==> src/hdl/mhb_pkg.sv <==
// Package for the multichannel high-pass biquad core.
// Widths, register indexes, sequencer states and the 48-bit saturation helper.
package mhb_pkg;

  localparam int DEFAULT_MAX_CHANNELS = 8;
  localparam int DEFAULT_SAMPLE_BITS  = 24;

  localparam int CH_W       = 3;
  localparam int ACT_W      = 4;
  localparam int COEF_W     = 32;
  localparam int CFG_IDX_W  = 3;
  localparam int CFG_DATA_W = 32;
  localparam int DLY_W      = 48;
  localparam int ACC_W      = 53;
  localparam int PROD_SHIFT = 14;
  localparam int OUT_SHIFT  = 16;

  typedef enum logic [CFG_IDX_W-1:0] {
    REG_ENABLE    = 3'd0,
    REG_COEF_B0   = 3'd1,
    REG_COEF_B1   = 3'd2,
    REG_COEF_A1   = 3'd3,
    REG_COEF_A2   = 3'd4,
    REG_ACTIVE_CH = 3'd5
  } cfg_reg_e;

  typedef enum logic [2:0] {
    ST_IDLE,
    ST_MUL_B0,
    ST_MUL_B1,
    ST_MUL_A1,
    ST_MUL_A2,
    ST_DONE
  } mhb_state_e;

  function automatic logic signed [DLY_W-1:0] sat_dly(input logic signed [ACC_W-1:0] v);
    logic [ACC_W-DLY_W:0] top;
    top = v[ACC_W-1:DLY_W-1];
    if (top == '0 || top == '1) begin
      return v[DLY_W-1:0];
    end else if (v[ACC_W-1]) begin
      return {1'b1, {(DLY_W-1){1'b0}}};
    end else begin
      return {1'b0, {(DLY_W-1){1'b1}}};
    end
  endfunction

endpackage

==> src/hdl/multichannel_highpass_biquad_core.sv <==
// Top level of the multichannel high-pass biquad (transposed direct form II).
// Depends on mhb_pkg.
//
// Each accepted sample walks the core through the transfer in idle, then
// four passes through one shared COEF_W x SAMPLE_BITS multiplier (b0*x, b1*x, a1*y,
// a2*y) and a final state that writes the channel's delay pair back and loads the
// output register. in_stall_o is high from the transfer until the sequencer is back
// in idle; it stays high longer only while a finished result waits in the output
// register. Bypassed samples (filter disabled) and bad channels go straight from
// the transfer to that final state. Delay terms live in a one-entry-per-channel
// memory with valid bits that reset clears at once, so reset needs no clearing pass.
module multichannel_highpass_biquad_core #(
  parameter int MAX_CHANNELS = mhb_pkg::DEFAULT_MAX_CHANNELS,
  parameter int SAMPLE_BITS  = mhb_pkg::DEFAULT_SAMPLE_BITS
) (
  input  logic                            clk_i,
  input  logic                            rst_ni,
  input  logic                            cfg_we_i,
  input  logic [mhb_pkg::CFG_IDX_W-1:0]   cfg_idx_i,
  input  logic [mhb_pkg::CFG_DATA_W-1:0]  cfg_wdata_i,
  input  logic                            in_valid_i,
  output logic                            in_stall_o,
  input  logic signed [SAMPLE_BITS-1:0]   sample_in_i,
  input  logic [mhb_pkg::CH_W-1:0]        channel_sel_i,
  output logic                            out_valid_o,
  input  logic                            out_stall_i,
  output logic signed [SAMPLE_BITS-1:0]   sample_out_o,
  output logic                            bad_channel_o
);
  import mhb_pkg::*;

  localparam int CH_IDX_W = (MAX_CHANNELS > 1) ? $clog2(MAX_CHANNELS) : 1;
  localparam int CH_CMP_W = 7;
  localparam int PROD_W   = COEF_W + SAMPLE_BITS;
  localparam int SCL_W    = PROD_W - PROD_SHIFT;
  localparam int RND_W    = ACC_W - OUT_SHIFT;
  localparam logic signed [ACC_W-1:0] RND_HALF = ACC_W'(1 << (OUT_SHIFT - 1));

  // configuration registers
  logic                     en_q;
  logic signed [COEF_W-1:0] b0_q, b1_q, a1_q, a2_q;
  logic [ACT_W-1:0]         act_q;

  always_ff @(posedge clk_i or negedge rst_ni) begin
    if (!rst_ni) begin
      en_q  <= 1'b0;
      b0_q  <= '0;
      b1_q  <= '0;
      a1_q  <= '0;
      a2_q  <= '0;
      act_q <= ACT_W'(1);
    end else if (cfg_we_i) begin
      unique case (cfg_reg_e'(cfg_idx_i))
        REG_ENABLE:    en_q  <= cfg_wdata_i[0];
        REG_COEF_B0:   b0_q  <= cfg_wdata_i[COEF_W-1:0];
        REG_COEF_B1:   b1_q  <= cfg_wdata_i[COEF_W-1:0];
        REG_COEF_A1:   a1_q  <= cfg_wdata_i[COEF_W-1:0];
        REG_COEF_A2:   a2_q  <= cfg_wdata_i[COEF_W-1:0];
        REG_ACTIVE_CH: act_q <= cfg_wdata_i[ACT_W-1:0];
        default: ;
      endcase
    end
  end

  // sequencer
  mhb_state_e state_q, state_d;
  logic       in_xfer, out_free, out_load, chan_bad, mult_use_y;
  logic       filt_q, bad_q;
  logic signed [COEF_W-1:0] mult_coef;

  assign in_xfer  = in_valid_i && !in_stall_o;
  assign out_free = !out_valid_o || !out_stall_i;
  assign chan_bad = ({1'b0, channel_sel_i} >= act_q) ||
                    (CH_CMP_W'(channel_sel_i) >= CH_CMP_W'(MAX_CHANNELS));

  always_comb begin
    state_d = state_q;
    unique case (state_q)
      ST_IDLE: begin
        if (in_xfer) begin
          state_d = (en_q && !chan_bad) ? ST_MUL_B0 : ST_DONE;
        end
      end
      ST_MUL_B0: state_d = ST_MUL_B1;
      ST_MUL_B1: state_d = ST_MUL_A1;
      ST_MUL_A1: state_d = ST_MUL_A2;
      ST_MUL_A2: state_d = ST_DONE;
      ST_DONE: begin
        if (out_free) begin
          state_d = ST_IDLE;
        end
      end
      default: state_d = ST_IDLE;
    endcase
  end

  always_comb begin
    in_stall_o = 1'b1;
    out_load   = 1'b0;
    mult_coef  = b0_q;
    mult_use_y = 1'b0;
    unique case (state_q)
      ST_IDLE:   in_stall_o = 1'b0;
      ST_MUL_B0: mult_coef = b0_q;
      ST_MUL_B1: mult_coef = b1_q;
      ST_MUL_A1: begin
        mult_coef  = a1_q;
        mult_use_y = 1'b1;
      end
      ST_MUL_A2: begin
        mult_coef  = a2_q;
        mult_use_y = 1'b1;
      end
      ST_DONE:   out_load = out_free;
      default: ;
    endcase
  end

  always_ff @(posedge clk_i or negedge rst_ni) begin
    if (!rst_ni) begin
      state_q <= ST_IDLE;
    end else begin
      state_q <= state_d;
    end
  end

  // delay memory: {d1, d2} per channel, valid bit stands in for the reset value
  logic [2*DLY_W-1:0]      dly_mem [MAX_CHANNELS];
  logic [2*DLY_W-1:0]      mem_rd_q;
  logic [MAX_CHANNELS-1:0] vld_q;
  logic                    rd_vld_q;
  logic [CH_IDX_W-1:0]     rd_idx, ch_q;
  logic                    mem_rd, mem_we;
  logic signed [DLY_W-1:0] d1_rd, d2_rd, d1_new_q, d2_new;

  assign rd_idx = CH_IDX_W'(channel_sel_i);
  assign mem_rd = in_xfer && en_q && !chan_bad;
  assign mem_we = out_load && filt_q;

  always_ff @(posedge clk_i) begin
    if (mem_rd) begin
      mem_rd_q <= dly_mem[rd_idx];
    end
    if (mem_we) begin
      dly_mem[ch_q] <= {d1_new_q, d2_new};
    end
  end

  always_ff @(posedge clk_i or negedge rst_ni) begin
    if (!rst_ni) begin
      vld_q    <= '0;
      rd_vld_q <= 1'b0;
    end else begin
      if (mem_rd) begin
        rd_vld_q <= vld_q[rd_idx];
      end
      if (mem_we) begin
        vld_q[ch_q] <= 1'b1;
      end
    end
  end

  assign d1_rd = rd_vld_q ? mem_rd_q[2*DLY_W-1:DLY_W] : '0;
  assign d2_rd = rd_vld_q ? mem_rd_q[DLY_W-1:0] : '0;

  // shared multiplier and datapath
  logic signed [SAMPLE_BITS-1:0] x_q, y_q, mult_smp, y_sat;
  logic signed [PROD_W-1:0]      prod_full;
  logic signed [SCL_W-1:0]       prod_q, b0x_q;
  logic signed [ACC_W-1:0]       prod_ext, acc_y, rnd_sum, d1acc_q;
  logic signed [RND_W-1:0]       rnd;
  logic [RND_W-SAMPLE_BITS:0]    rnd_top;

  assign mult_smp  = mult_use_y ? y_q : x_q;
  assign prod_full = PROD_W'(mult_coef) * PROD_W'(mult_smp);
  assign prod_ext  = ACC_W'(prod_q);

  // output rounding, ties up, then clamp to the sample range
  assign acc_y   = prod_ext + ACC_W'(d1_rd);
  assign rnd_sum = acc_y + RND_HALF;
  assign rnd     = rnd_sum[ACC_W-1:OUT_SHIFT];
  assign rnd_top = rnd[RND_W-1:SAMPLE_BITS-1];

  always_comb begin
    if (rnd_top == '0 || rnd_top == '1) begin
      y_sat = rnd[SAMPLE_BITS-1:0];
    end else if (rnd[RND_W-1]) begin
      y_sat = {1'b1, {(SAMPLE_BITS-1){1'b0}}};
    end else begin
      y_sat = {1'b0, {(SAMPLE_BITS-1){1'b1}}};
    end
  end

  assign d2_new = sat_dly(ACC_W'(b0x_q) - prod_ext);

  always_ff @(posedge clk_i) begin
    unique case (state_q)
      ST_IDLE: begin
        if (in_xfer) begin
          x_q  <= sample_in_i;
          ch_q <= rd_idx;
          y_q  <= en_q ? '0 : sample_in_i;
        end
      end
      ST_MUL_B0: prod_q <= prod_full[PROD_W-1:PROD_SHIFT];
      ST_MUL_B1: begin
        b0x_q  <= prod_q;
        y_q    <= y_sat;
        prod_q <= prod_full[PROD_W-1:PROD_SHIFT];
      end
      ST_MUL_A1: begin
        d1acc_q <= prod_ext + ACC_W'(d2_rd);
        prod_q  <= prod_full[PROD_W-1:PROD_SHIFT];
      end
      ST_MUL_A2: begin
        d1_new_q <= sat_dly(d1acc_q - prod_ext);
        prod_q   <= prod_full[PROD_W-1:PROD_SHIFT];
      end
      ST_DONE: ;
      default: ;
    endcase
  end

  always_ff @(posedge clk_i or negedge rst_ni) begin
    if (!rst_ni) begin
      filt_q <= 1'b0;
      bad_q  <= 1'b0;
    end else if (in_xfer) begin
      filt_q <= en_q && !chan_bad;
      bad_q  <= en_q && chan_bad;
    end
  end

  // output register
  logic                          out_valid_q, out_bad_q;
  logic signed [SAMPLE_BITS-1:0] out_smp_q;

  always_ff @(posedge clk_i or negedge rst_ni) begin
    if (!rst_ni) begin
      out_valid_q <= 1'b0;
    end else if (out_load) begin
      out_valid_q <= 1'b1;
    end else if (!out_stall_i) begin
      out_valid_q <= 1'b0;
    end
  end

  always_ff @(posedge clk_i) begin
    if (out_load) begin
      out_smp_q <= y_q;
      out_bad_q <= bad_q;
    end
  end

  assign out_valid_o   = out_valid_q;
  assign sample_out_o  = out_smp_q;
  assign bad_channel_o = out_bad_q;

endmodule

==> config.mk <==
export PLATFORM = sky130hd
export DESIGN_NAME = multichannel_highpass_biquad_core
export DESIGN_NICKNAME = d
export VERILOG_FILES = /design/src/hdl/mhb_pkg.sv /design/src/hdl/multichannel_highpass_biquad_core.sv
export SDC_FILE = /design/constraint.sdc
export NUM_CORES = 2
export LEC_CHECK = 0
export ABC_AREA = 1
export BUFFER_PORTS_ARGS = -buffer_cell sky130_fd_sc_hd__buf_2
export CORE_MARGIN = 2
export CORE_UTILIZATION = 55
export DETAILED_ROUTE_END_ITERATION = 16
export HOLD_SLACK_MARGIN = 0.15
export PLACE_DENSITY = 0.71
export REMOVE_ABC_BUFFERS = 1
export SLEW_MARGIN = 20
export SYNTH_ARGS = -nofsm -noshare
export SYNTH_HDL_FRONTEND = slang
export SYNTH_SLANG_ARGS = --single-unit
==> constraint.sdc <==
create_clock -name clk_i -period 17.95 [get_ports clk_i]
set_input_delay 0.8975 -clock clk_i [delete_from_list [all_inputs] [get_ports clk_i]]
set_output_delay 0.8975 -clock clk_i [all_outputs]
set_load 0.05 [all_outputs]
* Word-level counts from Yosys, hierarchy flattened
Memories as Yosys holds them, arrays and structs flattened. A register that Yosys moved wholly into a read port is not among the register bits.
Cells that the tools add are included.
W data, S select, Z words.
** Cells by class
- Add/sub/neg operators :: 5
- Multipliers :: 1
- $lt $le $gt $ge :: 4
- Equal/unequal tests :: 16
- Multiplexer cells :: 28
- Bitwise operators :: 1
- Reductions and logical operators :: 31
** Operators with widths (number)
- $mux W48 :: 6
- $mux W24 :: 5
- $add A42 B48 Y49 :: 2
- $pmux W32 S3 :: 1
- $mul A32 B24 Y56 :: 1
- $sub A53 B42 Y53 :: 1
- $add A49 B17 Y50 const B :: 1
- $pmux W24 S2 :: 1
- $sub A42 B42 Y43 :: 1
- $pmux W3 S6 :: 1
- $reduce_and A2 Y1 :: 9
- $eq A14 B14 Y1 const B :: 1
- $logic_not A14 Y1 :: 1
- $eq A3 B2 Y1 const B :: 4
- $eq A3 B3 Y1 const B :: 4
- $eq A6 B6 Y1 const B :: 2
- $logic_not A6 Y1 :: 2
- $mux W1 :: 9
- $mux W3 :: 3
- $lt A3 B4 Y1 const B :: 2
- $or A8 B8 Y8 :: 1
- $logic_and A1 B1 Y1 :: 7
- $eq A3 B1 Y1 const B :: 2
- $logic_not A3 Y1 :: 2
- other kinds (11) :: 17
** Storage, ports and cells
- Bits in registers :: 409
- Bits in writable memories :: 768
- Input bits :: 67
- Output and inout bits :: 27
- Logic and storage cells :: 108
- Memories :: 1
** Memories
- dly_mem :: words 8, bits a word 96, read ports 1, clocked after memory_dff 1, write ports 1, line multichannel_highpass_biquad_core.sv:128 : logic [2*DLY_W-1:0] dly_mem [MAX_CHANNELS];

* Depth between registers and ports, before layout
- Word-level depth :: 7
- Gate-level depth with buffers :: 38

* Worst setup path after synthesis
Ideal clock, no wire load.
- Kind :: reg-to-reg
- Start point :: register state_q[2]
- End point :: register prod_q[37], data pin
- Arrival :: 8.292 ns
- Data required time :: 17.698 ns
- Setup slack :: 9.406 ns
- Cell stages (with the launch flop) :: 31
- Path buffers :: 2
- Cell sequence :: dfrtp_1 -> inv_1 -> nand3_1 -> inv_1 -> clkbuf_1 -> a22o_1 -> a21oi_1 -> nand2_1 -> clkbuf_1 -> nand2_1 -> fa_1 -> inv_1 -> fa_1 -> inv_1 -> fa_1 -> inv_1 -> fa_1 -> fa_1 -> fa_1 -> inv_1 -> fa_1 -> inv_1 -> ha_1 -> a21oi_1 -> o21ai_0 -> a21oi_1 -> a21oi_1 -> a2111oi_0 -> nand2_1 -> nand2_1 -> nand2_1
** On the way
- Longest elaborated chain between the ends :: 5
- Elaborated cells on any way between the ends :: 8
** RTL lines
- start: declaration :: line multichannel_highpass_biquad_core.sv:66 : mhb_state_e state_q, state_d;
- start signal: assignment :: line multichannel_highpass_biquad_core.sv:123 : state_q <= state_d;
- $eq A3 B3 Y1 or $eq A3 B2 Y1 (tied branches) :: line multichannel_highpass_biquad_core.sv:102 : unique case (state_q)
- $reduce_or A2 Y1 (no line)
- $mux W1 :: line multichannel_highpass_biquad_core.sv:102
- $mux W24 :: line multichannel_highpass_biquad_core.sv:174 : assign mult_smp = mult_use_y ? y_q : x_q;
- $mul A32 B24 Y56 (*) :: line multichannel_highpass_biquad_core.sv:175 : assign prod_full = PROD_W'(mult_coef) * PROD_W'(mult_smp);
- net prod_full[51] :: line multichannel_highpass_biquad_core.sv:168 : logic signed [PROD_W-1:0] prod_full;
- end signal: assignment :: line multichannel_highpass_biquad_core.sv:205 : ST_MUL_B0: prod_q <= prod_full[PROD_W-1:PROD_SHIFT];
- end signal: assignment :: line multichannel_highpass_biquad_core.sv:209 : prod_q <= prod_full[PROD_W-1:PROD_SHIFT];
- end signal: assignment :: line multichannel_highpass_biquad_core.sv:213 : prod_q <= prod_full[PROD_W-1:PROD_SHIFT];
- end: declaration :: line multichannel_highpass_biquad_core.sv:169 : logic signed [SCL_W-1:0] prod_q, b0x_q;
Mark *: on every way through the listed nets, which the timed path passes. The rest lies on a longest branch.
A chain may end at the register's enable or synchronous reset.

* Final worst setup path
- Start point :: register state_q[1]
- End point :: register prod_q[34], data pin
The elaborated chain is that of the path after synthesis.

==> results.json <==
{
  "outcome": "finished, final reports clean",
  "gr-usage-met3": 0.05599,
  "synth_top_area_frac": 0.3761,
  "postSynthCellCount": 9089,
  "htree_levels": 4,
  "drtPass1Iterations": 6,
  "port_buffers": 93,
  "synth_compound_area_frac": 0.09593,
  "timing.rr.start": "state_q[1]",
  "synth-xor-area-share": 0.02007,
  "rsz0062_at_grt": "no",
  "synthTopCellsByCount": "nand2_1, inv_1, nor2_1",
  "n_fill_cell": 13248,
  "dieWidth_microns": 399.2,
  "nets": 10299,
  "wirelength_microns": 260100,
  "multi_input_area_sq_um": 42940,
  "hold_depth": 1,
  "clk_latency_ps": 830,
  "cts_tree": "done",
  "core_sq_um": 155700,
  "seq_area_sq_um": 36020,
  "drive_gt1_frac": 0.05778,
  "drt_iter0_markers": 5616,
  "max_cap_violations": 0,
  "final.setup.tns_ps": 0,
  "hp-start": "sample_in_i[11]",
  "fin_crit_ps": 9864,
  "muxShareOfSynthArea": 0,
  "r2r_end": "prod_q[34]",
  "crit_path_start_kind": "flip-flop",
  "grt-ovfl-total": 0,
  "ios": 94,
  "ys_dominant_reg_cell": "edfxtp_1",
  "syn_area_sq_um": 85910,
  "min_path_type": "in -> reg",
  "timing_worst_setup_path_type": "reg -> reg",
  "cts.sinks": 1224,
  "grt_use_total": 0.3298,
  "cts_made_buffers": 132,
  "end_kind": "flip-flop",
  "synth-edff-count": 1076,
  "cp.arrival_ps": 10440,
  "cpMostUsedCell": "fa_1",
  "cts_setup_buffers": 0,
  "fmax_mhz": 101.4,
  "dp_hpwl_microns": 195600,
  "clock_skew_ps": 75.15,
  "cts_root_buffer": "clkbuf_16",
  "synth_top_family_by_area": "adder cells",
  "start_util": 0.5519,
  "critPathMaxStageDelay_ps": 1060,
  "cpMaxStageDelayCell": "clkinv_1",
  "path_clk_slew_ps": 80,
  "rows": 145,
  "gp_congestion": 1.015,
  "relSlewSlack": 0.1532,
  "post-route-period-util": 0.5495,
  "final_max_slew_viol_count": 0,
  "antenna_found_initial": 5,
  "synth_most_common_cell": "nand2_1",
  "postSynthAreaPerCell_sq_um": 9.452,
  "fin_hold_ws_ps": 258.7,
  "met2_usage": 0.5504,
  "ys_seq_area_frac": 0.4192,
  "hold_viol_final": 0,
  "dr_total_vias": 64358,
  "synth_fa_ha_area_frac": 0.2378,
  "dieArea_sq_um": 159400,
  "fp.dieH_microns": 399.2,
  "synth_top_area_cell": "edfxtp_1",
  "rr_worst_depth": 29,
  "crit_fanout": 48,
  "syn_to_final_growth_pct": 8.121,
  "cts_max_path_buffers": 3,
  "synth-simple-area-share": 0.1441,
  "grt_pass1_vias": 65845,
  "cts_hold_buf": 1,
  "path_delay_family": "adder cells",
  "synth_area_leaders": "edfxtp_1, fa_1, nand2_1",
  "yosys_warnings": 0,
  "cts-resized-gates": 0,
  "finalSetupViolations": 0,
  "via_per_inst": 5.730,
  "use_met1": 0.4174,
  "required_ps": 18530,
  "grt_pass1_wl_microns": 392100,
  "rrSetupSlack_ps": 8090,
  "worst_slew_pin_slew_ps": 1257,
  "grt_busiest_layer": "met2",
  "ys_async_sr_fraction": 0.1209,
  "wl_per_cell_microns": 23.15,
  "antenna_left": 0,
  "path_buf_inv": 9,
  "min_to": "x_q[11]",
  "ys_seq_elements": 1224,
  "drc": 0,
  "grt_max_degree": 138,
  "ys_types": 58
}
==> through the flow <==
stage                       util  std cells  setup slack [ps]  area (sq um)
after floorplan                -       8758              6595         84590
after global placement    0.5685      10993              8038         88490
after detailed placement  0.5685      10993              7850         88490
after CTS                 0.5966      11230              7792         92870
after global routing      0.5967      11230              7673         92890
final                     0.5967      11231              8086         92890
==> cell usage in the layout, fill, tap and decap left out, types with 18 or more instances in the layout <==
cell type / instances
a21oi_2: 22
clkinv_1: 37
a22o_1: 30
inv_1: 1507
ha_1: 377
o21bai_1: 21
nor2_2: 21
nand2_1: 1543
o22ai_1: 92
inv_2: 26
nand3_1: 89
xor2_1: 118
clkinv_2: 22
nor4_1: 18
buf_4: 81
edfxtp_1: 1076
o21ai_0: 696
xnor2_1: 77
clkbuf_16: 132
nor3_1: 24
fa_1: 785
a21o_1: 20
nor2_1: 1373
dfrtp_1: 146
buf_2: 90
a21oi_1: 318
clkbuf_1: 19
o21ai_2: 36
nand4_1: 46
a31oi_1: 149
==> state kept, by name (all words and copies together) (netlist names), 3 cells and up <==
register and cells:
d1_new_q 48, d1acc_q 49, state_q 3, sample_out_o 24, a1_q 32, a2_q 32
x_q 24, mem_rd_q 91, prod_q 42, y_q 24, act_q 4, dly_mem 728
b1_q 32, b0_q 32, vld_q 8, ch_q 3, b0x_q 42
==> logic make-up after synthesis <==
kind of cell | Yosys count
fa+ha+maj | 1162
simple gates | 3169
flops | 1224
buf+inv | 1876
xor+xnor | 196
compound gates | 1462
==> worst max path at each step <==
stage                          start          end  slack (ps)  cells after the start
floorplan           channel_sel_i[0]  mem_rd_q[0]        6590                      7
CTS                       state_q[2]   prod_q[40]        7790                     27
global route              state_q[1]   prod_q[38]        7670                     28
global placement          state_q[2]   prod_q[31]        8040                     28
finish                    state_q[1]   prod_q[34]        8090                     29
detailed placement        state_q[2]   prod_q[40]        7850                     27
==> layer usage <==
metal,part of all wire,up-vias
met5,0.00013,-
met4,0.056,6
met3,0.078,663
met2,0.48,2818
met1,0.39,31778
li1,-,29093
==> worst register-to-register path, delay by kind of cell (launching register included) <==
kind	cells	cell delay, ps
buffers and inverters	9	1860
adder cells (fa/ha/maj)	8	3920
AO/OA/AOI/OAI	1	830
AND/OR/NAND/NOR	10	2390
flip-flops	1	420
XOR/XNOR	1	220
==> layout make-up <==
type / count / share of cell area
Tap cell: 2058 / 0.02772
Timing Repair Buffer: 178 / 0.01255
Clock buffer: 152 / 0.03648
Sequential cell: 1224 / 0.3878
Inverter: 1545 / 0.06264
Antenna cell: 1 / 0.00002694
Clock inverter: 84 / 0.01052
Multi-Input combinational cell: 5989 / 0.4623
Power is not shown: default switching activity piles up to over one toggle a cycle in this logic, so the estimate is an artifact.
